--- src/hdl/oli_pkg.sv ---
`default_nettype none
package oli_pkg;

    localparam int CAPACITY = 32;
    localparam int KEY_W    = 32;
    localparam int POS_W    = 6;
    localparam int OCNT_W   = 6;
    localparam int IDX_W    = (CAPACITY > 1) ? $clog2(CAPACITY) : 1;
    localparam int CNT_W    = $clog2(CAPACITY + 1);
    localparam int CMP_W    = (CNT_W > POS_W) ? CNT_W : POS_W;

    typedef enum logic [1:0] {
        ST_DONE = 2'd0,
        ST_FULL = 2'd1,
        ST_POS  = 2'd2
    } t_status;

    typedef enum logic {
        KIND_APPEND = 1'b0,
        KIND_INSERT = 1'b1
    } t_kind;

    // Broadcast from the control logic to every cell of the list.
    typedef struct packed {
        logic             cmp_en;
        logic             shift_en;
        logic [KEY_W-1:0] key;
        logic [CNT_W-1:0] count;
        logic             present;
        logic [IDX_W-1:0] found;
        logic [CNT_W-1:0] place;
    } t_ctrl;

endpackage
`default_nettype wire

--- src/hdl/oli_cell.sv ---
`default_nettype none
module oli_cell
    import oli_pkg::*;
(
    input  wire logic             i_clk,
    input  wire t_ctrl            i_ctrl,
    input  wire logic [IDX_W-1:0] i_index,
    input  wire logic [KEY_W-1:0] i_prev,
    input  wire logic [KEY_W-1:0] i_next,
    output logic      [KEY_W-1:0] o_entry,
    output logic                  o_match
);

    logic [KEY_W-1:0] r_entry;
    logic [KEY_W-1:0] n_entry;
    logic             r_match;
    logic [CNT_W-1:0] w_idx;
    logic [CNT_W-1:0] w_found;
    logic [KEY_W-1:0] w_rem_here;
    logic [KEY_W-1:0] w_rem_prev;

    assign w_idx   = CNT_W'(i_index);
    assign w_found = CNT_W'(i_ctrl.found);

    // Contents after removing the matched entry, seen at this slot and the one below.
    assign w_rem_here = (i_ctrl.present && (w_idx >= w_found)) ? i_next : r_entry;
    assign w_rem_prev = (i_ctrl.present && (w_idx > w_found)) ? r_entry : i_prev;

    always_comb begin
        if (w_idx < i_ctrl.place) begin
            n_entry = w_rem_here;
        end else if (w_idx == i_ctrl.place) begin
            n_entry = i_ctrl.key;
        end else begin
            n_entry = w_rem_prev;
        end
    end

    always_ff @(posedge i_clk) begin
        if (i_ctrl.cmp_en) begin
            r_match <= (r_entry == i_ctrl.key) && (w_idx < i_ctrl.count);
        end
        if (i_ctrl.shift_en) begin
            r_entry <= n_entry;
        end
    end

    assign o_entry = r_entry;
    assign o_match = r_match;

endmodule
`default_nettype wire

--- src/hdl/ordered_list_insert_dedup.sv ---
// The cells register the compare when a transaction is accepted; the shift (if the status is
// done) and the result register follow once no held result blocks them; input then opens again.
// The input is not ready during the shift cycle, nor while the shift waits on a held result.
// Reset (synchronous, active low) empties the list and drops any pending result.
// Entry storage has no reset; only slots below the count are ever used.
`default_nettype none
module ordered_list_insert_dedup
    import oli_pkg::*;
(
    input  wire logic              i_clk,
    input  wire logic              i_rst_n,
    input  wire logic              i_in_valid,
    output logic                   o_in_ready,
    input  wire logic              i_kind,
    input  wire logic [KEY_W-1:0]  i_key,
    input  wire logic [POS_W-1:0]  i_position,
    output logic                   o_out_valid,
    input  wire logic              i_out_ready,
    output logic      [1:0]        o_status,
    output logic                   o_was_present,
    output logic      [OCNT_W-1:0] o_entry_count
);

    logic [CNT_W-1:0]  r_count;
    logic              r_busy;
    logic [KEY_W-1:0]  r_key;
    t_kind             r_kind;
    logic [POS_W-1:0]  r_pos;
    t_status           r_stat;
    logic              r_out_valid;
    t_status           r_out_status;
    logic              r_out_present;
    logic [CNT_W-1:0]  r_out_count;

    logic              w_accept;
    logic              w_step;
    t_status           w_stat;
    t_ctrl             w_ctrl;
    logic              w_present;
    logic [IDX_W-1:0]  w_found;
    logic [CNT_W-1:0]  w_cnt_rm;
    logic [CNT_W-1:0]  w_place;
    logic [CAPACITY-1:0] w_match;
    logic [KEY_W-1:0]  w_entry [CAPACITY];

    assign o_in_ready = !r_busy;
    assign w_accept   = i_in_valid && o_in_ready;
    assign w_step     = r_busy && (!r_out_valid || i_out_ready);

    always_comb begin
        if (r_count == CNT_W'(CAPACITY)) begin
            w_stat = ST_FULL;
        end else if ((t_kind'(i_kind) == KIND_INSERT)
                     && (CMP_W'(i_position) > CMP_W'(r_count))) begin
            w_stat = ST_POS;
        end else begin
            w_stat = ST_DONE;
        end
    end

    assign w_present = |w_match;

    always_comb begin
        w_found = '0;
        for (int j = 0; j < CAPACITY; j++) begin
            if (w_match[j]) begin
                w_found = w_found | IDX_W'(j);
            end
        end
    end

    assign w_cnt_rm = r_count - CNT_W'(w_present);

    always_comb begin
        if ((r_kind == KIND_INSERT) && (CMP_W'(r_pos) <= CMP_W'(w_cnt_rm))) begin
            w_place = CNT_W'(r_pos);
        end else begin
            w_place = w_cnt_rm;
        end
    end

    always_comb begin
        w_ctrl.cmp_en   = w_accept;
        w_ctrl.shift_en = w_step && (r_stat == ST_DONE);
        w_ctrl.key      = r_busy ? r_key : i_key;
        w_ctrl.count    = r_count;
        w_ctrl.present  = w_present;
        w_ctrl.found    = w_found;
        w_ctrl.place    = w_place;
    end

    for (genvar g = 0; g < CAPACITY; g++) begin : g_cell
        logic [KEY_W-1:0] w_prev;
        logic [KEY_W-1:0] w_next;

        if (g == 0) begin : g_first
            assign w_prev = w_entry[g];
        end else begin : g_mid_lo
            assign w_prev = w_entry[g-1];
        end
        if (g == CAPACITY - 1) begin : g_last
            assign w_next = w_entry[g];
        end else begin : g_mid_hi
            assign w_next = w_entry[g+1];
        end

        oli_cell u_cell (
            .i_clk   (i_clk),
            .i_ctrl  (w_ctrl),
            .i_index (IDX_W'(g)),
            .i_prev  (w_prev),
            .i_next  (w_next),
            .o_entry (w_entry[g]),
            .o_match (w_match[g])
        );
    end

    always_ff @(posedge i_clk) begin
        if (!i_rst_n) begin
            r_count     <= '0;
            r_busy      <= 1'b0;
            r_out_valid <= 1'b0;
        end else begin
            if (w_accept) begin
                r_busy <= 1'b1;
                r_key  <= i_key;
                r_kind <= t_kind'(i_kind);
                r_pos  <= i_position;
                r_stat <= w_stat;
            end
            if (w_step) begin
                r_busy        <= 1'b0;
                r_out_valid   <= 1'b1;
                r_out_status  <= r_stat;
                if (r_stat == ST_DONE) begin
                    r_count       <= w_cnt_rm + CNT_W'(1);
                    r_out_count   <= w_cnt_rm + CNT_W'(1);
                    r_out_present <= w_present;
                end else begin
                    r_out_count   <= r_count;
                    r_out_present <= 1'b0;
                end
            end else if (r_out_valid && i_out_ready) begin
                r_out_valid <= 1'b0;
            end
        end
    end

    assign o_out_valid   = r_out_valid;
    assign o_status      = r_out_status;
    assign o_was_present = r_out_present;
    assign o_entry_count = OCNT_W'(r_out_count);

endmodule
`default_nettype wire

--- config.mk ---
export PLATFORM = sky130hd
export DESIGN_NAME = ordered_list_insert_dedup
export DESIGN_NICKNAME = d
export VERILOG_FILES = /design/src/hdl/oli_pkg.sv /design/src/hdl/oli_cell.sv /design/src/hdl/ordered_list_insert_dedup.sv
export SDC_FILE = /design/constraint.sdc
export NUM_CORES = 2
export LEC_CHECK = 0
export BUFFER_PORTS_ARGS = -buffer_cell sky130_fd_sc_hd__buf_4
export CAP_MARGIN = 20
export CELL_PAD_IN_SITES_DETAIL_PLACEMENT = 0
export CELL_PAD_IN_SITES_GLOBAL_PLACEMENT = 1
export CORE_MARGIN = 4
export CORE_UTILIZATION = 45
export DETAILED_ROUTE_END_ITERATION = 12
export PLACE_DENSITY_LB_ADDON = 0.1
export REMOVE_ABC_BUFFERS = 1
export SETUP_SLACK_MARGIN = 0.15
export SLEW_MARGIN = 0
export SYNTH_ARGS = -nofsm -noshare
export SYNTH_HDL_FRONTEND = slang
export SYNTH_SLANG_ARGS = --single-unit
--- constraint.sdc ---
create_clock -name i_clk -period 10.35 [get_ports i_clk]
set_input_delay 2.07 -clock i_clk [delete_from_list [all_inputs] [get_ports i_clk]]
set_output_delay 2.07 -clock i_clk [all_outputs]
set_load 0.005 [all_outputs]
# Word-level counts from Yosys, hierarchy flattened
# Cells that the tools add are included.
dict set report word_totals {
  inputBits 43
  wordCells 698
  regBits 1114
  out_inout_bits 11
}
dict set report op_classes {
  reduce_logical 141
  n_eq_ne 130
  n_lt_le_gt_ge 128
  n_bitwise 1
  n_addsub 2
  mux 222
}
# cell n
set ops {}
lappend ops {{$mux W32} 160}
lappend ops {{$eq A32 B32 Y1} 32}
lappend ops {{$lt A5 B6 Y1 const A} 32}
lappend ops {{$logic_and A1 B1 Y1} 100}
lappend ops {{$eq A5 B6 Y1 const A} 16}
lappend ops {{$lt A4 B6 Y1 const A} 16}
lappend ops {{$reduce_and A3 Y1} 32}
lappend ops {{$ne A3 B3 Y1 const B} 31}
lappend ops {{$gt A5 B5 Y1 const A} 16}
lappend ops {{$mux W5} 16}
lappend ops {{$ge A5 B5 Y1 const A} 15}
lappend ops {{$ne A2 B1 Y1 const B} 33}
lappend ops {{$eq A4 B6 Y1 const A} 8}
lappend ops {{$lt A3 B6 Y1 const A} 8}
lappend ops {{$mux W6} 8}
lappend ops {{$ge A4 B5 Y1 const A} 8}
lappend ops {{$gt A4 B5 Y1 const A} 8}
lappend ops {{$mux W4} 8}
lappend ops {{$reduce_or A32 Y1} 1}
lappend ops {{$eq A3 B6 Y1 const A} 4}
lappend ops {{$lt A1 B6 Y1 const A} 4}
lappend ops {{$lt A2 B6 Y1 const A} 4}
lappend ops {{$ge A3 B5 Y1 const A} 4}
lappend ops {{$gt A3 B5 Y1 const A} 4}
lappend ops {{other kinds (22)} 56}

# Depth between registers and ports, before layout
dict set report depth {
  depth_word 37
  mapped_depth 24
  mapped_depth_nobuf 18
}

# By module
# From an unflattened synthesis, not the netlist that was laid out.
dict set report unflattened {
  cells_unflattened 7723
  hier_area_um2 82626.7
}
# mod area_each_um2 instances cells_per_inst
set modules_own_cells {}
lappend modules_own_cells {{oli_cell at g_cell[23].u_cell ...} 2483.6 17 233}
lappend modules_own_cells {{oli_cell at g_cell[0].u_cell ...} 2487.4 15 234}
lappend modules_own_cells {ordered_list_insert_dedup 3094.2 1 252}

# Worst setup path after synthesis
# OpenSTA, ideal clock, no wires.
dict set report synth_timing {
  path_type {register to register}
  start {register g_cell[29].u_cell.r_match}
  end {register g_cell[14].u_cell.r_entry[0] (enable)}
  required_time_ns 9.870
  slack_ns 2.719
  arrival_ns 7.151
  stages_incl_launch_ff 20
  n_path_buf 4
  setup_ns 0.480
  period_less_slack_ns 7.631
  path_cell_list {edfxtp_1 -> nor4_1 -> nand4_1 -> nor2_1 -> inv_1 -> ha_1 -> ha_1 -> xor2_1 -> inv_1 -> ha_1 -> and4_1 -> nand4_2 -> a21o_1 -> buf_2 -> buf_6 -> a21oi_2 -> buf_4 -> o22ai_2 -> buf_2 -> a311oi_1}
}
dict set report synth_via {
  elab_chain_len 8
  elab_cells_between_ends 17
  cone_classes {1 x add/sub; 4 x order compare; 3 x eq/ne; 4 x mux; 5 x reduce/logical}
}
# element line_no
set synth_rtl {}
lappend synth_rtl {{start: declaration} oli_cell.sv:16} ;# logic r_match;
lappend synth_rtl {{start signal: assignment} oli_cell.sv:41} ;# r_match <= (r_entry == i_ctrl.key) && (w_idx < i_ctrl.count);
lappend synth_rtl {{$reduce_or A32 Y1} ordered_list_insert_dedup.sv:61} ;# assign w_present = |w_match;
lappend synth_rtl {{$sub A6 B1 Y6} ordered_list_insert_dedup.sv:72} ;# assign w_cnt_rm = r_count - CNT_W'(w_present);
lappend synth_rtl {{$le A6 B6 Y1} ordered_list_insert_dedup.sv:75} ;# if ((r_kind == KIND_INSERT) && (CMP_W'(r_pos) <= CMP_W'(w_cnt_rm))) begin
lappend synth_rtl {{$logic_and A1 B1 Y1} ordered_list_insert_dedup.sv:75}
lappend synth_rtl {{$mux W6} ordered_list_insert_dedup.sv:75}
lappend synth_rtl {{$lt A4 B6 Y1 or $eq A4 B6 Y1 (tied branches)} {oli_cell.sv:30, oli_cell.sv:32}}
lappend synth_rtl {{$ne A3 B3 Y1 (no source line) or $ne A2 B1 Y1 (tied branches)} -}
lappend synth_rtl {{$reduce_and A3 Y1 (no source line) (*)} -}
lappend synth_rtl {{end signal: assignment} oli_cell.sv:44} ;# r_entry <= n_entry;
lappend synth_rtl {{end: declaration} oli_cell.sv:14} ;# logic [KEY_W-1:0] r_entry;
# Every way passes the cells marked *; elsewhere a longest branch is shown, timed or not.
# A chain may end at the register's enable or synchronous reset.

# Worst setup path in the final report
dict set report layout_timing {
  start {register g_cell[29].u_cell.r_match}
  end {register g_cell[18].u_cell.r_entry[18] (enable)}
}
dict set report layout_via {
  elab_chain_len 8
  elab_cells_between_ends 17
  cone_classes {1 x add/sub; 4 x order compare; 3 x eq/ne; 4 x mux; 5 x reduce/logical}
}
# element line_no
set layout_rtl {}
lappend layout_rtl {{$reduce_or A32 Y1} ordered_list_insert_dedup.sv:61}
lappend layout_rtl {{$sub A6 B1 Y6} ordered_list_insert_dedup.sv:72}
lappend layout_rtl {{$le A6 B6 Y1} ordered_list_insert_dedup.sv:75}
lappend layout_rtl {{$logic_and A1 B1 Y1} ordered_list_insert_dedup.sv:75}
lappend layout_rtl {{$mux W6} ordered_list_insert_dedup.sv:75}
lappend layout_rtl {{$lt A5 B6 Y1 or $eq A5 B6 Y1 (tied branches)} {oli_cell.sv:30, oli_cell.sv:32}}
lappend layout_rtl {{$ne A3 B3 Y1 (no source line) or $ne A2 B1 Y1 (tied branches)} -}
lappend layout_rtl {{$reduce_and A3 Y1 (no source line) (*)} -}
lappend layout_rtl {{end signal: assignment} oli_cell.sv:44}
lappend layout_rtl {{end: declaration} oli_cell.sv:14}
# Marked as above.

==> results.py <==
metrics = {
    "floorplan": {
        "core_um2": 154000,
        "die_h_um": 402,
        "dieWidth_um": 402,
        "placementRows": 144,
        "dieArea_um2": 161000,
        "pin_count": 54,
        "initial_core_util": 0.453,
    },
    "pwr": {
        "peakVddDrop_uv": 167,
        "power_leakage_nw": 26.2,
        "p_sw_mw": 4.61,
        "p_int_mw": 9.21,
        "comb_power_share": 0.266,
        "swShare": 0.334,
        "power_density_nw_per_um2": 178,
        "pwr-share-clk": 0.344,
        "seqPwrFrac": 0.390,
    },
    "grt": {
        "antenna_found_initial": 20,
        "grt_overflow": 0,
        "grt_usage": 0.377,
        "grt_max_degree": 98,
        "grt_pass1_wl_um": 433000,
        "grt_pass1_vias": 53300,
    },
    "synth": {
        "synth_top_family_by_area": "multiplexers",
        "syn_inst": 6318,
        "syn_area_um2": 69800,
        "ys_types": 82,
        "synth_xor_area_frac": 0.131,
        "synth.avg_cell_area_um2": 11.0,
        "synthMuxAreaShare": 0.150,
        "async_flop_share": 0,
        "yosysSeqAreaShare": 0.478,
        "yosys_warnings": 0,
        "synthAdderAreaFrac": 0.00233,
        "synth-simple-area-share": 0.0850,
        "synth_seq_cells": 1114,
        "synth-edff-count": 1106,
        "synth-compound-area-share": 0.115,
        "ys.flop_type": "edfxtp_1",
    },
    "place": {
        "port_buffers": 53,
        "dp_hpwl_um": 223000,
        "place_inst": 8064,
        "gp_congestion": 1.05,
        "dpl-instance-area_um2": 73200,
    },
    "timing": {
        "worstMarginPinSlew_ns": 1.20,
        "finalHoldViolations": 0,
        "slew_violations": 0,
        "relSlewSlack": 0.191,
        "finalCriticalPeriod_ns": 8.03,
        "period_share": 0.775,
        "final.setup_skew_ns": 0.0328,
        "clock.fmax_mhz": 125,
        "setup_violations": 0,
        "rsz0062_at_grt": "no",
    },
    "clocking": {
        "cts_tree": "done",
        "cts_setup_buffers": 0,
        "cts_root_buf": "clkbuf_16",
        "clk_path_buf_depth": 3,
        "cts_inserted_buffers": 135,
        "cts_hold_buf": 0,
        "h-tree-depth": 4,
        "cts_resized": 0,
        "clkSinkCount": 1114,
        "worstSkewPairLatency_ns": 0.78,
        "cts.clk_slew.worst_paths_ns": 0.06,
    },
    "setup_path": {
        "worstPathCellList": "nor4_1, nand4_1, nor2_1, inv_1, ha_1, or3b_1, or3_1, xnor2_1, inv_2, ha_1, nand2b_1, a21oi_1, o221ai_2, o211ai_4, buf_4, nor2_1, buf_4, o31ai_4, buf_4, mux2i_1, a21oi_4",
        "crit_slowest_cell": "a21oi_4",
        "worstSetupEndpointType": "flop",
        "rr_startpoint": "g_cell[29].u_cell.o_match",
        "slowest_delay_ns": 0.86,
        "crit_top_cell": "buf_4",
        "reg2reg_depth": 21,
        "crit_buf_inv": 5,
        "crit_family": "simple AND/OR/NAND/NOR gates",
        "cp_max_fo": 96,
        "path_class": "reg2reg",
        "rr_endpoint": "g_cell[18].u_cell.o_entry[18]",
        "cp.required_ns": 10.74,
        "arrival_ns": 8.42,
        "reg2reg_slack_ns": 2.32,
        "critPathLaunchType": "flop",
    },
    "layout": {
        "area_growth_pct": 11.3,
        "design_area_um2": 77700,
        "layout.nets": 6223,
        "final_cells": 8326,
        "multi_input_area_um2": 34900,
        "drive_gt1_frac": 0.154,
        "seq_area_um2": 33400,
        "fillers": 14000,
    },
    "route": {
        "viasPerCell": 6.74,
        "wl_per_cell_um": 38.0,
        "antenna_left": 0,
        "drc_errors": 0,
        "drtIter0Drc": 8876,
        "vias": 56100,
        "drt_wl_total_um": 316000,
        "firstDrtPassIters": 11,
    },
    "hold_path": {
        "min_from": "o_out_valid",
        "min_path_cells": 2,
        "worstHoldEndpoint": "o_out_valid",
        "hold_path.class": "reg2reg",
    },
    "status": {
        "status": "complete, no violations",
    },
    "flow_run": {
        "maxCapViolCount": 0,
    },
}
## cell usage in the layout (no fill, tap or decap), drive strengths merged, types with 36 or more instances in the layout
cell type  instances
mux2i            616
nand2b            37
nand4            200
nand2            302
buf              289
a221o            165
nor3              36
clkinv            44
nand3             61
mux2             376
nor2             385
xnor2           1033
o21ai            777
edfxtp          1106
a21oi            209
clkbuf           179
nor4             157
inv               60
## synth_stat cells (26+ instances only)
| master | number | area share |
|---|---|---|
| nor4_1 | 153 | 0.014 |
| o21ai_1 | 133 | 0.0095 |
| clkbuf_1 | 360 | 0.019 |
| xnor2_1 | 1031 | 0.13 |
| buf_2 | 115 | 0.0082 |
| nand3_1 | 61 | 0.0044 |
| mux2i_1 | 616 | 0.088 |
| nor3_1 | 35 | 0.0025 |
| nand2b_1 | 37 | 0.0033 |
| nand2_1 | 302 | 0.016 |
| a221o_1 | 165 | 0.024 |
| mux2_2 | 340 | 0.055 |
| buf_4 | 37 | 0.0040 |
| nand4_1 | 199 | 0.018 |
| buf_1 | 52 | 0.0028 |
| o21ai_0 | 642 | 0.046 |
| mux2_1 | 26 | 0.0042 |
| inv_1 | 52 | 0.0028 |
| a222oi_1 | 32 | 0.0046 |
| edfxtp_1 | 1106 | 0.48 |
| nor2_1 | 385 | 0.021 |
| a21oi_1 | 201 | 0.014 |
## worst register-to-register path, stage by stage (launching register included)
cell and delay, ns:
edfxtp_1 0.39, nor4_1 0.66, nand4_1 0.36, nor2_1 0.36
inv_1 0.16, ha_1 0.24, or3b_1 0.46, or3_1 0.20
xnor2_1 0.44, inv_2 0.21, ha_1 0.24, nand2b_1 0.17
a21oi_1 0.17, o221ai_2 0.16, o211ai_4 0.43, buf_4 0.41
nor2_1 0.22, buf_4 0.24, o31ai_4 0.21, buf_4 0.75
mux2i_1 0.31, a21oi_4 0.86
## area by class of cell
type	count	share of cell area
Timing Repair Buffer	290	0.0304
Sequential cell	1114	0.430
Antenna cell	11	0.000354
Tap cell	2044	0.0329
Clock buffer	178	0.0472
Inverter	54	0.00261
Multi-Input combinational cell	4572	0.449
Clock inverter	63	0.00750
## routing by layer
layer	up-vias	wire, um	GRT usage	part of all wire
li1	23100	-	-	-
met1	28200	124000	0.513	0.39
met2	3980	133000	0.538	0.42
met3	770	41400	0.126	0.13
met4	12	17600	0.183	0.056
met5	-	79	0	0.00025
## how the worst max path moves through the flow
| stage | endpoint | from | cells past startpoint |
|---|---|---|---|
| 6_report | g_cell[18].u_cell.o_entry[18] | g_cell[29].u_cell.o_match | 21 |
| 5_1_grt | g_cell[18].u_cell.o_entry[14] | g_cell[29].u_cell.o_match | 21 |
| 4_1_cts | g_cell[24].u_cell.o_entry[14] | g_cell[29].u_cell.o_match | 19 |
| 3_5_place_dp | g_cell[24].u_cell.o_entry[18] | g_cell[29].u_cell.o_match | 19 |
| 3_3_place_gp | g_cell[18].u_cell.o_entry[7] | g_cell[13].u_cell.o_match | 21 |
| 2_1_floorplan | g_cell[18].u_cell.o_entry[0] | g_cell[29].u_cell.o_match | 18 |
## stage by stage
stage	utilization	hold WS (ns)	setup slack, ns	power (mW)	TNS (ns)
2_1_floorplan	-	0.477	-2.06	7.66	-83.18
3_3_place_gp	0.475	0.562	2.59	8.96	0
3_5_place_dp	0.475	0.582	2.40	9.01	0
4_1_cts	0.503	0.593	2.37	13.7	0
5_1_grt	0.504	0.608	1.74	14.2	0
6_report	0.504	0.596	2.32	13.8	0
## cells by family after synthesis
logic type / after synthesis
AO/OA/AOI/OAI: 1302
AND/OR/NAND/NOR: 1229
flip-flops: 1114
XOR/XNOR: 1036
multiplexers: 992
buffers and inverters: 632
adder cells (fa/ha/maj): 13
## power groups by stage
stage          logic (mW)  registers (mW)  clock network (mW)
3_3_place_gp         3.48            5.48                   0
6_report             3.67            5.39                4.75
2_1_floorplan        2.23            5.43                   0
4_1_cts              3.54            5.39                4.79
5_1_grt              3.84            5.39                4.98
3_5_place_dp         3.53            5.48                   0
## state kept, by name, summed over array words and instances (netlist names)
register               flops
o_entry_count              6
r_pos                      6
r_count                    6
r_busy                     1
r_stat                     2
r_key                     32
g_cell.u_cell.o_match     32
o_status                   2
g_cell.u_cell.o_entry   1024
r_kind                     1
o_was_present              1
o_out_valid                1
(Power assumes the default switching activity.)
